==> src/sv/i8080_move_and_addsub_execute_assert.svh <==
// Assertion helpers for the move and add/subtract execute block.
// Each macro expects clk and rst_n in scope.
`ifndef I8080_MOVE_AND_ADDSUB_EXECUTE_ASSERT_SVH
`define I8080_MOVE_AND_ADDSUB_EXECUTE_ASSERT_SVH

// Check a consequence in the same cycle.
`define I8080MAS_ASSERT_NOW(lbl, ante, cons) \
    lbl: assert property (@(posedge clk) disable iff (!rst_n) (ante) |-> (cons)) \
        else $error("i8080mas assertion failed");

// Check a consequence in the next cycle.
`define I8080MAS_ASSERT_NEXT(lbl, ante, cons) \
    lbl: assert property (@(posedge clk) disable iff (!rst_n) (ante) |=> (cons)) \
        else $error("i8080mas assertion failed");

`endif

==> src/sv/i8080mas_pkg.sv <==
`timescale 1ns / 1ps
// ----------------------------------------------------------------------------
// i8080mas_pkg
// Shared types and opcode constants for the move and add/subtract execute block.
// ----------------------------------------------------------------------------
package i8080mas_pkg;

    localparam int NUM_GPR = 6;

    localparam logic [7:0] OP_NOP = 8'h00;
    localparam logic [7:0] OP_STC = 8'h37;
    localparam logic [7:0] OP_CMC = 8'h3F;
    localparam logic [7:0] OP_HLT = 8'h76;
    localparam logic [7:0] OP_DI  = 8'hF3;
    localparam logic [7:0] OP_EI  = 8'hFB;

    // Top bits of the MOV and add/subtract opcode groups
    localparam logic [1:0] GRP_MOV    = 2'b01;
    localparam logic [2:0] GRP_ADDSUB = 3'b100;

    // Operand codes in the low (source) and middle (destination) fields
    localparam logic [2:0] OPND_MEM = 3'd6;
    localparam logic [2:0] OPND_ACC = 3'd7;

    localparam logic [3:0] REG_H = 4'd4;
    localparam logic [3:0] REG_L = 4'd5;

    typedef enum logic [1:0] {
        ALU_ADD = 2'd0,
        ALU_ADC = 2'd1,
        ALU_SUB = 2'd2,
        ALU_SBB = 2'd3
    } alu_op_t;

    typedef struct packed {
        logic p;
        logic s;
        logic z;
        logic ac;
        logic c;
    } flags_t;

    typedef struct packed {
        logic [7:0]                acc;
        logic [NUM_GPR-1:0][7:0]   gpr;   // index 0..5 = B,C,D,E,H,L
        flags_t                    flags;
        logic                      ie;
    } arch_state_t;

    typedef struct packed {
        logic        mem_write;
        logic [15:0] mem_address;
        logic [7:0]  mem_write_data;
        logic        implemented;
    } exec_info_t;

endpackage

==> src/sv/i8080_move_and_addsub_execute.sv <==
`timescale 1ns / 1ps
// ----------------------------------------------------------------------------
// i8080_move_and_addsub_execute
// Execute stage for 8080 moves, add/subtract, carry and interrupt-enable ops.
// ----------------------------------------------------------------------------
// Usage:
//   Input channel (in_valid / in_stall) carries an opcode and the byte at the
//   current HL address (mem_data). Present mem_data for the HL shown on
//   next_hl of the previous result; it is ignored by forms that do not read M.
//   Output channel (out_valid / out_stall) returns one result per opcode:
//   memory write request, old HL, accumulator, flags, interrupt enable,
//   an implemented indication and the new HL.
//   Each opcode passes the input register, then the result register.
//   Throughput: one opcode per cycle while out_stall stays low; the whole
//   decode, 8-bit add/subtract and flag logic sits between the input
//   register and the result register.
//   The architectural state commits when an item moves into the result
//   register, so the next opcode sees it in the following cycle.
//   Reset clears the accumulator, B..L, flags, interrupt enable and both
//   pipeline valid bits.
//   When out_stall holds the result register full, the input register still
//   takes one more transfer; in_stall rises only when both are occupied.
// ----------------------------------------------------------------------------
module i8080_move_and_addsub_execute
(
    input  logic        clk,
    input  logic        rst_n,

    input  logic        in_valid,
    output logic        in_stall,
    input  logic [7:0]  opcode,
    input  logic [7:0]  mem_data,

    output logic        out_valid,
    input  logic        out_stall,
    output logic        mem_write,
    output logic [15:0] mem_address,
    output logic [7:0]  mem_write_data,
    output logic [7:0]  acc_value,
    output logic        flag_carry,
    output logic        flag_aux,
    output logic        flag_zero,
    output logic        flag_sign,
    output logic        flag_parity,
    output logic        int_enable,
    output logic        implemented,
    output logic [15:0] next_hl
);

`include "i8080_move_and_addsub_execute_assert.svh"

    // Input register
    logic       s1_valid_reg;
    logic       s1_valid_next;
    logic [7:0] opcode_reg;
    logic [7:0] mem_data_reg;

    // Result register
    logic                      out_valid_reg;
    logic                      out_valid_next;
    i8080mas_pkg::arch_state_t out_state_reg;
    i8080mas_pkg::exec_info_t  out_info_reg;

    logic                      in_xfer;
    logic                      advance;
    i8080mas_pkg::arch_state_t cur_state;
    i8080mas_pkg::arch_state_t exec_state;
    i8080mas_pkg::exec_info_t  exec_info;

    // Advance when the result register is empty or being drained
    assign advance  = s1_valid_reg && (!out_valid_reg || !out_stall);
    assign in_stall = s1_valid_reg && out_valid_reg && out_stall;
    assign in_xfer  = in_valid && !in_stall;

    assign s1_valid_next  = in_xfer || (s1_valid_reg && !advance);
    assign out_valid_next = advance || (out_valid_reg && out_stall);

    always_ff @(posedge clk or negedge rst_n)
    begin
        if (!rst_n)
        begin
            s1_valid_reg  <= 1'b0;
            out_valid_reg <= 1'b0;
        end
        else
        begin
            s1_valid_reg  <= s1_valid_next;
            out_valid_reg <= out_valid_next;
        end
    end

    // Capture the input transfer
    always_ff @(posedge clk)
    begin
        if (in_xfer)
        begin
            opcode_reg   <= opcode;
            mem_data_reg <= mem_data;
        end
    end

    // Capture the result; hold while stalled
    always_ff @(posedge clk)
    begin
        if (advance)
        begin
            out_state_reg <= exec_state;
            out_info_reg  <= exec_info;
        end
    end

    i8080mas_exec u_exec
    (
        .cur      (cur_state),
        .opcode   (opcode_reg),
        .mem_data (mem_data_reg),
        .nxt      (exec_state),
        .info     (exec_info)
    );

    i8080mas_state u_state
    (
        .clk        (clk),
        .rst_n      (rst_n),
        .update     (advance),
        .state_next (exec_state),
        .state      (cur_state)
    );

    assign out_valid      = out_valid_reg;
    assign mem_write      = out_info_reg.mem_write;
    assign mem_address    = out_info_reg.mem_address;
    assign mem_write_data = out_info_reg.mem_write_data;
    assign implemented    = out_info_reg.implemented;
    assign acc_value      = out_state_reg.acc;
    assign flag_carry     = out_state_reg.flags.c;
    assign flag_aux       = out_state_reg.flags.ac;
    assign flag_zero      = out_state_reg.flags.z;
    assign flag_sign      = out_state_reg.flags.s;
    assign flag_parity    = out_state_reg.flags.p;
    assign int_enable     = out_state_reg.ie;
    assign next_hl        = {out_state_reg.gpr[i8080mas_pkg::REG_H[2:0]],
                             out_state_reg.gpr[i8080mas_pkg::REG_L[2:0]]};

    // Stall only with both stages full
    `I8080MAS_ASSERT_NOW(a_stall_needs_full, in_stall, s1_valid_reg && out_valid_reg)
    // State moves only when an item advances
    `I8080MAS_ASSERT_NEXT(a_state_hold, !advance, cur_state == $past(cur_state))
    // Unimplemented opcodes leave state untouched
    `I8080MAS_ASSERT_NEXT(a_unimpl_no_change, advance && !exec_info.implemented,
                          cur_state == $past(cur_state))
    // A memory write comes only from an executed opcode
    `I8080MAS_ASSERT_NOW(a_write_impl, out_valid_reg && mem_write, implemented)

endmodule

==> src/sv/i8080mas_exec.sv <==
`timescale 1ns / 1ps
// ----------------------------------------------------------------------------
// i8080mas_exec
// Decode one opcode and compute the next architectural state and bus info.
// ----------------------------------------------------------------------------
module i8080mas_exec
(
    input  i8080mas_pkg::arch_state_t cur,
    input  logic [7:0]                opcode,
    input  logic [7:0]                mem_data,
    output i8080mas_pkg::arch_state_t nxt,
    output i8080mas_pkg::exec_info_t  info
);

    localparam logic [2:0] REG_H_IDX = i8080mas_pkg::REG_H[2:0];
    localparam logic [2:0] REG_L_IDX = i8080mas_pkg::REG_L[2:0];

    logic [7:0]            src_val;
    logic [15:0]           hl_cur;
    i8080mas_pkg::alu_op_t alu_op;
    logic                  is_sub;
    logic                  carry_in;
    logic                  cin_eff;
    logic [7:0]            b_op;
    logic [8:0]            sum9;
    logic [4:0]            lo5;
    logic [7:0]            alu_res;
    i8080mas_pkg::flags_t  alu_flags;

    assign hl_cur = {cur.gpr[REG_H_IDX], cur.gpr[REG_L_IDX]};

    // Source operand select
    always_comb
    begin
        unique case (opcode[2:0])
            i8080mas_pkg::OPND_ACC: src_val = cur.acc;
            i8080mas_pkg::OPND_MEM: src_val = mem_data;
            default:                src_val = cur.gpr[opcode[2:0]];
        endcase
    end

    // 8-bit adder; subtract as A + ~B + ~borrow
    always_comb
    begin
        alu_op   = i8080mas_pkg::alu_op_t'(opcode[4:3]);
        is_sub   = (alu_op == i8080mas_pkg::ALU_SUB) || (alu_op == i8080mas_pkg::ALU_SBB);
        carry_in = ((alu_op == i8080mas_pkg::ALU_ADC) || (alu_op == i8080mas_pkg::ALU_SBB))
                   & cur.flags.c;
        b_op     = is_sub ? ~src_val : src_val;
        cin_eff  = is_sub ? ~carry_in : carry_in;
        sum9     = {1'b0, cur.acc} + {1'b0, b_op} + {8'd0, cin_eff};
        lo5      = {1'b0, cur.acc[3:0]} + {1'b0, b_op[3:0]} + {4'd0, cin_eff};
        alu_res  = sum9[7:0];
        alu_flags.c  = sum9[8] ^ is_sub;
        alu_flags.ac = lo5[4];
        alu_flags.z  = (alu_res == 8'd0);
        alu_flags.s  = alu_res[7];
        alu_flags.p  = ~^alu_res;
    end

    // Decode and state update
    always_comb
    begin
        nxt                 = cur;
        info.mem_write      = 1'b0;
        info.mem_address    = hl_cur;
        info.mem_write_data = 8'd0;
        info.implemented    = 1'b1;

        priority if (opcode == i8080mas_pkg::OP_NOP)
        begin
            nxt = cur;
        end
        else if (opcode == i8080mas_pkg::OP_STC)
        begin
            nxt.flags.c = 1'b1;
        end
        else if (opcode == i8080mas_pkg::OP_CMC)
        begin
            nxt.flags.c = ~cur.flags.c;
        end
        else if (opcode == i8080mas_pkg::OP_DI)
        begin
            nxt.ie = 1'b0;
        end
        else if (opcode == i8080mas_pkg::OP_EI)
        begin
            nxt.ie = 1'b1;
        end
        else if ((opcode[7:6] == i8080mas_pkg::GRP_MOV) && (opcode != i8080mas_pkg::OP_HLT))
        begin
            unique case (opcode[5:3])
                i8080mas_pkg::OPND_MEM:
                begin
                    info.mem_write      = 1'b1;
                    info.mem_write_data = src_val;
                end
                i8080mas_pkg::OPND_ACC: nxt.acc = src_val;
                default:                nxt.gpr[opcode[5:3]] = src_val;
            endcase
        end
        else if (opcode[7:5] == i8080mas_pkg::GRP_ADDSUB)
        begin
            nxt.acc   = alu_res;
            nxt.flags = alu_flags;
        end
        else
        begin
            info.implemented = 1'b0;
        end
    end

endmodule

==> src/sv/i8080mas_state.sv <==
`timescale 1ns / 1ps
// ----------------------------------------------------------------------------
// i8080mas_state
// Architectural state: accumulator, B..L, flags and interrupt enable.
// ----------------------------------------------------------------------------
module i8080mas_state
(
    input  logic                      clk,
    input  logic                      rst_n,
    input  logic                      update,
    input  i8080mas_pkg::arch_state_t state_next,
    output i8080mas_pkg::arch_state_t state
);

    i8080mas_pkg::arch_state_t state_reg;

    // Commit the executed instruction's state
    always_ff @(posedge clk or negedge rst_n)
    begin
        if (!rst_n)
        begin
            state_reg <= '0;
        end
        else if (update)
        begin
            state_reg <= state_next;
        end
    end

    assign state = state_reg;

endmodule
==> config.mk <==
export PLATFORM = sky130hd
export DESIGN_NAME = i8080_move_and_addsub_execute
export DESIGN_NICKNAME = d
export VERILOG_FILES = /design/src/sv/i8080mas_pkg.sv /design/src/sv/i8080_move_and_addsub_execute.sv /design/src/sv/i8080mas_exec.sv /design/src/sv/i8080mas_state.sv
export VERILOG_INCLUDE_DIRS = /design/src /design/src/sv
export SDC_FILE = /design/constraint.sdc
export NUM_CORES = 1
export LEC_CHECK = 0
export ABC_AREA = 1
export BUFFER_PORTS_ARGS = -buffer_cell sky130_fd_sc_hd__buf_2
export CAP_MARGIN = 20
export CORE_UTILIZATION = 53
export DETAILED_ROUTE_END_ITERATION = 12
export MAX_ROUTING_LAYER = met4
export PLACE_DENSITY = 0.87
export SKIP_CTS_REPAIR_TIMING = 1
export SYNTH_ARGS = -nofsm -noshare
export SYNTH_HDL_FRONTEND = slang
export SYNTH_SLANG_ARGS = --single-unit
==> constraint.sdc <==
create_clock -name clk -period 3.27 [get_ports clk]
set_clock_uncertainty 0.05 [all_clocks]
set_input_delay 0.654 -clock clk [delete_from_list [all_inputs] [get_ports clk]]
set_output_delay 0.654 -clock clk [all_outputs]
set_load 0.02 [all_outputs]
==> results.yml <==
setup_path:
  path_buf_inv: 4
  worst-setup-path-type: "reg2reg"
  crit_chain: "buf_6 > o211ai_1 > nand2_1 > nor2_1 > nand2_1 > xor2_2 > fa_2 > inv_2 > fa_2 > inv_2 > buf_4 > or2_4 > nand2_2 > ha_4 > xnor2_2 > xnor2_1 > o21ai_1"
  crit_path_max_incr_delay_ns: 0.51
  worst_setup_path_start_kind: "register"
  crit_family: "adder cells"
  cp.required_ns: 3.39
  arrival_ns: 3.55
  worst_setup_path_end_kind: "register"
  cpMaxStageDelayCell: "edfxtp_1"
  crit_fanout: 7
power_and_ir_drop:
  total_power_mw: 7.245
  max-vdd-ir-drop_uv: 394.8
  power_density_mw_per_mm2: 887.5
  cellLeakagePower_nw: 4.008
route:
  finalWirelength_um: 15440
  drt_first_pass_iters: 5
  dr_total_vias: 5264
  drc: 0
  detail-route-antenna-nets: 0
  wl_per_cell_um: 15.37
  vias_per_cell: 5.238
  first_iter_violations: 431
timing:
  slew_viol_final: 0
  fmax_mhz: 291.7
  finalCritPeriodShare_pct: 104.8
  worst_pin_slew_ns: 0.9575
  setup_slack_ns: -0.1584
  setup_viol: 3
  fin_crit_ns: 3.428
  relSlewSlack_pct: 36.17
  hold_viol_final: 0
  tns_ns: -0.3423
  rsz0062_at_grt: "yes"
synth:
  synth_top_family_by_area: "simple AND/OR/NAND/NOR gates"
  synthMuxAreaShare_pct: 0
  ys_top_cells_by_area: "edfxtp_1 33%, dfrtp_1 25%, nand2_1 15%, inv_1 3.7%, nor2_1 3.1%"
  synth_top_cells_by_count: "258 x nand2_1, 72 x edfxtp_1, 64 x dfrtp_1, 64 x inv_1, 54 x nor2_1"
  syn_area_mm2: 0.006461
  synth_top_area_share_pct: 33.46
  ys.flop_type: "edfxtp_1"
  synth-compound-area-share_pct: 7.417
  yosysTopAreaCell: "edfxtp_1"
  avgSynthCellArea_um2: 9.075
  yosys.area_share.simple_pct: 23.76
  synth.distinct_cells: 32
  synth_cells: 712
  ys_ff_latch: 136
  ys_seq_area_share_pct: 58.25
  synthXorXnorAreaFrac_pct: 1.762
  synthAdderAreaFrac_pct: 2.943
  synth.most_common_cell: "nand2_1"
  synth_edf_count: 72
  syn-num-nets: 746
  yosysWarnings: 0
  async_reset_ff_share_pct: 47.06
cells_and_area:
  fillers: 861
  nets: 883
  synthToLayoutAreaGrowth_pct: 26.34
  drive_gt1_share_pct: 26.91
  n_antenna_cell: 0
floorplanning:
  die_area_mm2: 0.01264
  die_w_um: 112.4
  die_y_um: 112.4
  start_util_pct: 55.40
  num_rows: 39
  io_pins: 78
  core_region_area_mm2: 0.01166
placed_design:
  port_buffers: 77
  finalWeightedCongestion: 0.9859
  hpwl_um: 10800
grt:
  grt_pass1_vias: 4976
  busiest_layer: "met2"
  gr-usage-met3_pct: 5.130
  grt_use_total_pct: 27.15
  antenna_found_initial: 0
  grt_overflow_total: 0
  grtUsageMet1_pct: 36.49
  grt_max_degree: 80
  grt_use_met2_pct: 41.70
  grt_pass1_wl_um: 25070
cts:
  clockBufferDepth: 2
  path_clk_slew_ns: 0.06
  cts.sinks: 136
  clk_latency_ns: 0.43
  cts_tree: "yes"
  cts_buffers: 17
  htree_levels: 4
  root_buffer: "clkbuf_16"
run_status:
  violations: "negative setup slack"
  status: "complete, but fails checks"
flow_run:
  maxCapViolCount: 0
worst_hold_path:
  holdCritPathClass: "in2async"
[worst register-to-register path, stage by stage, from the launching register on]
cell	delay (ns)
edfxtp_1	0.51
buf_6	0.19
o211ai_1	0.16
nand2_1	0.07
nor2_1	0.11
nand2_1	0.11
xor2_2	0.20
fa_2	0.41
inv_2	0.07
fa_2	0.18
inv_2	0.04
buf_4	0.12
or2_4	0.23
nand2_2	0.08
ha_4	0.20
xnor2_2	0.20
xnor2_1	0.14
o21ai_1	0.08
[worst paths after layout]
path	from	endpoint	slack [ns]	depth (start not counted)
worst max-delay path	opcode_reg[0]$_DFFE_PP_	flag_parity$_DFFE_PP_	-0.16	17
worst min-delay path	rst_n	asynchronous set/reset pin	0.18	2
worst max register to register	opcode_reg[0]$_DFFE_PP_	flag_parity$_DFFE_PP_	-0.16	17
worst min register to register	s1_valid_reg$_DFF_PN0_	out_valid$_DFF_PN0_	0.43	2
max in group asynchronous	rst_n	u_state.state[61]$_DFFE_PN0P_	2.70	2
min in group clk	mem_data[2]	mem_data_reg[2]$_DFFE_PP_	0.34	1
[through the flow]
stage	util (%)	instances	setup WS, ns	area [µm²]	hold slack (ns)
finish	69.99	1005	-0.1584	8163	0.1805
global route	69.99	1005	-0.3761	8163	0.2124
CTS	68.59	999	-0.2215	7999	0.1956
detailed placement	63.14	967	-0.1913	7363	0.4159
global placement	63.14	967	-0.08228	7363	0.4116
floorplan	-	712	-0.03607	6480	0.3084
[report_power, final]
| part | total [mW] | switching, mW | leakage [nW] | internal, mW |
|---|---|---|---|---|
| Combinational | 2.65 | 1.53 | 2.14 | 1.12 |
| Clock | 2.04 | 0.737 | 0.305 | 1.30 |
| Sequential | 2.55 | 0.263 | 1.57 | 2.29 |
[area by class of cell]
class                      count  area, µm²  share of cell area [%]
clock inverter                13      192.7                   2.361
clock buffer                  19      442.9                   5.426
sequential                   136       3764                   46.11
inverter                      75      281.5                   3.449
multi-input combinational    483       2445                   29.95
tap                          143      178.9                   2.192
timing repair buffer         136      858.3                   10.52
[metal layers]
metal | vias to the layer above | part of all wire [%] | routed length (µm)
met5 | - | 0 | 0
met4 | 0 | 1.8 | 272
li1 | 2580 | - | -
met3 | 27 | 6.3 | 972
met2 | 211 | 47 | 7255
met1 | 2446 | 45 | 6943
[layout by cell type, fill, tap and decap left out, types with 2 or more instances in the layout]
master      instances
o21ai_0            26
inv_6               4
edfxtp_1           72
nand2_4             4
nor3_1              2
clkinvlp_4          2
inv_1              61
a21oi_2             2
ha_4                2
or2_2               2
nand2_2            13
dfrtp_1            64
nor3_2              4
buf_12              2
xor2_2              2
o21ai_2             7
o21ai_1            43
buf_2              77
nand3_1            21
a21oi_1             9
nor2_4              3
o211ai_1            2
nand3_2             8
ha_1               10
buf_4              54
xor2_1              9
nand4_1             3
fa_2                2
nand2_1           246
nand3b_1            4
inv_2              14
nor2_1             54
buf_6               2
clkinv_4            2
clkbuf_16          17
bufinv_16           4
[cells by family (layout without fill, tap and decap cells)]
kind of cell	Yosys count	in the layout
DFF	136	136
and+or+nand+nor	366	366
AOI/OAI and AO/OA	90	90
buffers and inverters	93	243
xor gates and xnor gates	13	13
adders and majority gates	14	14
(Power assumes the default switching activity.)
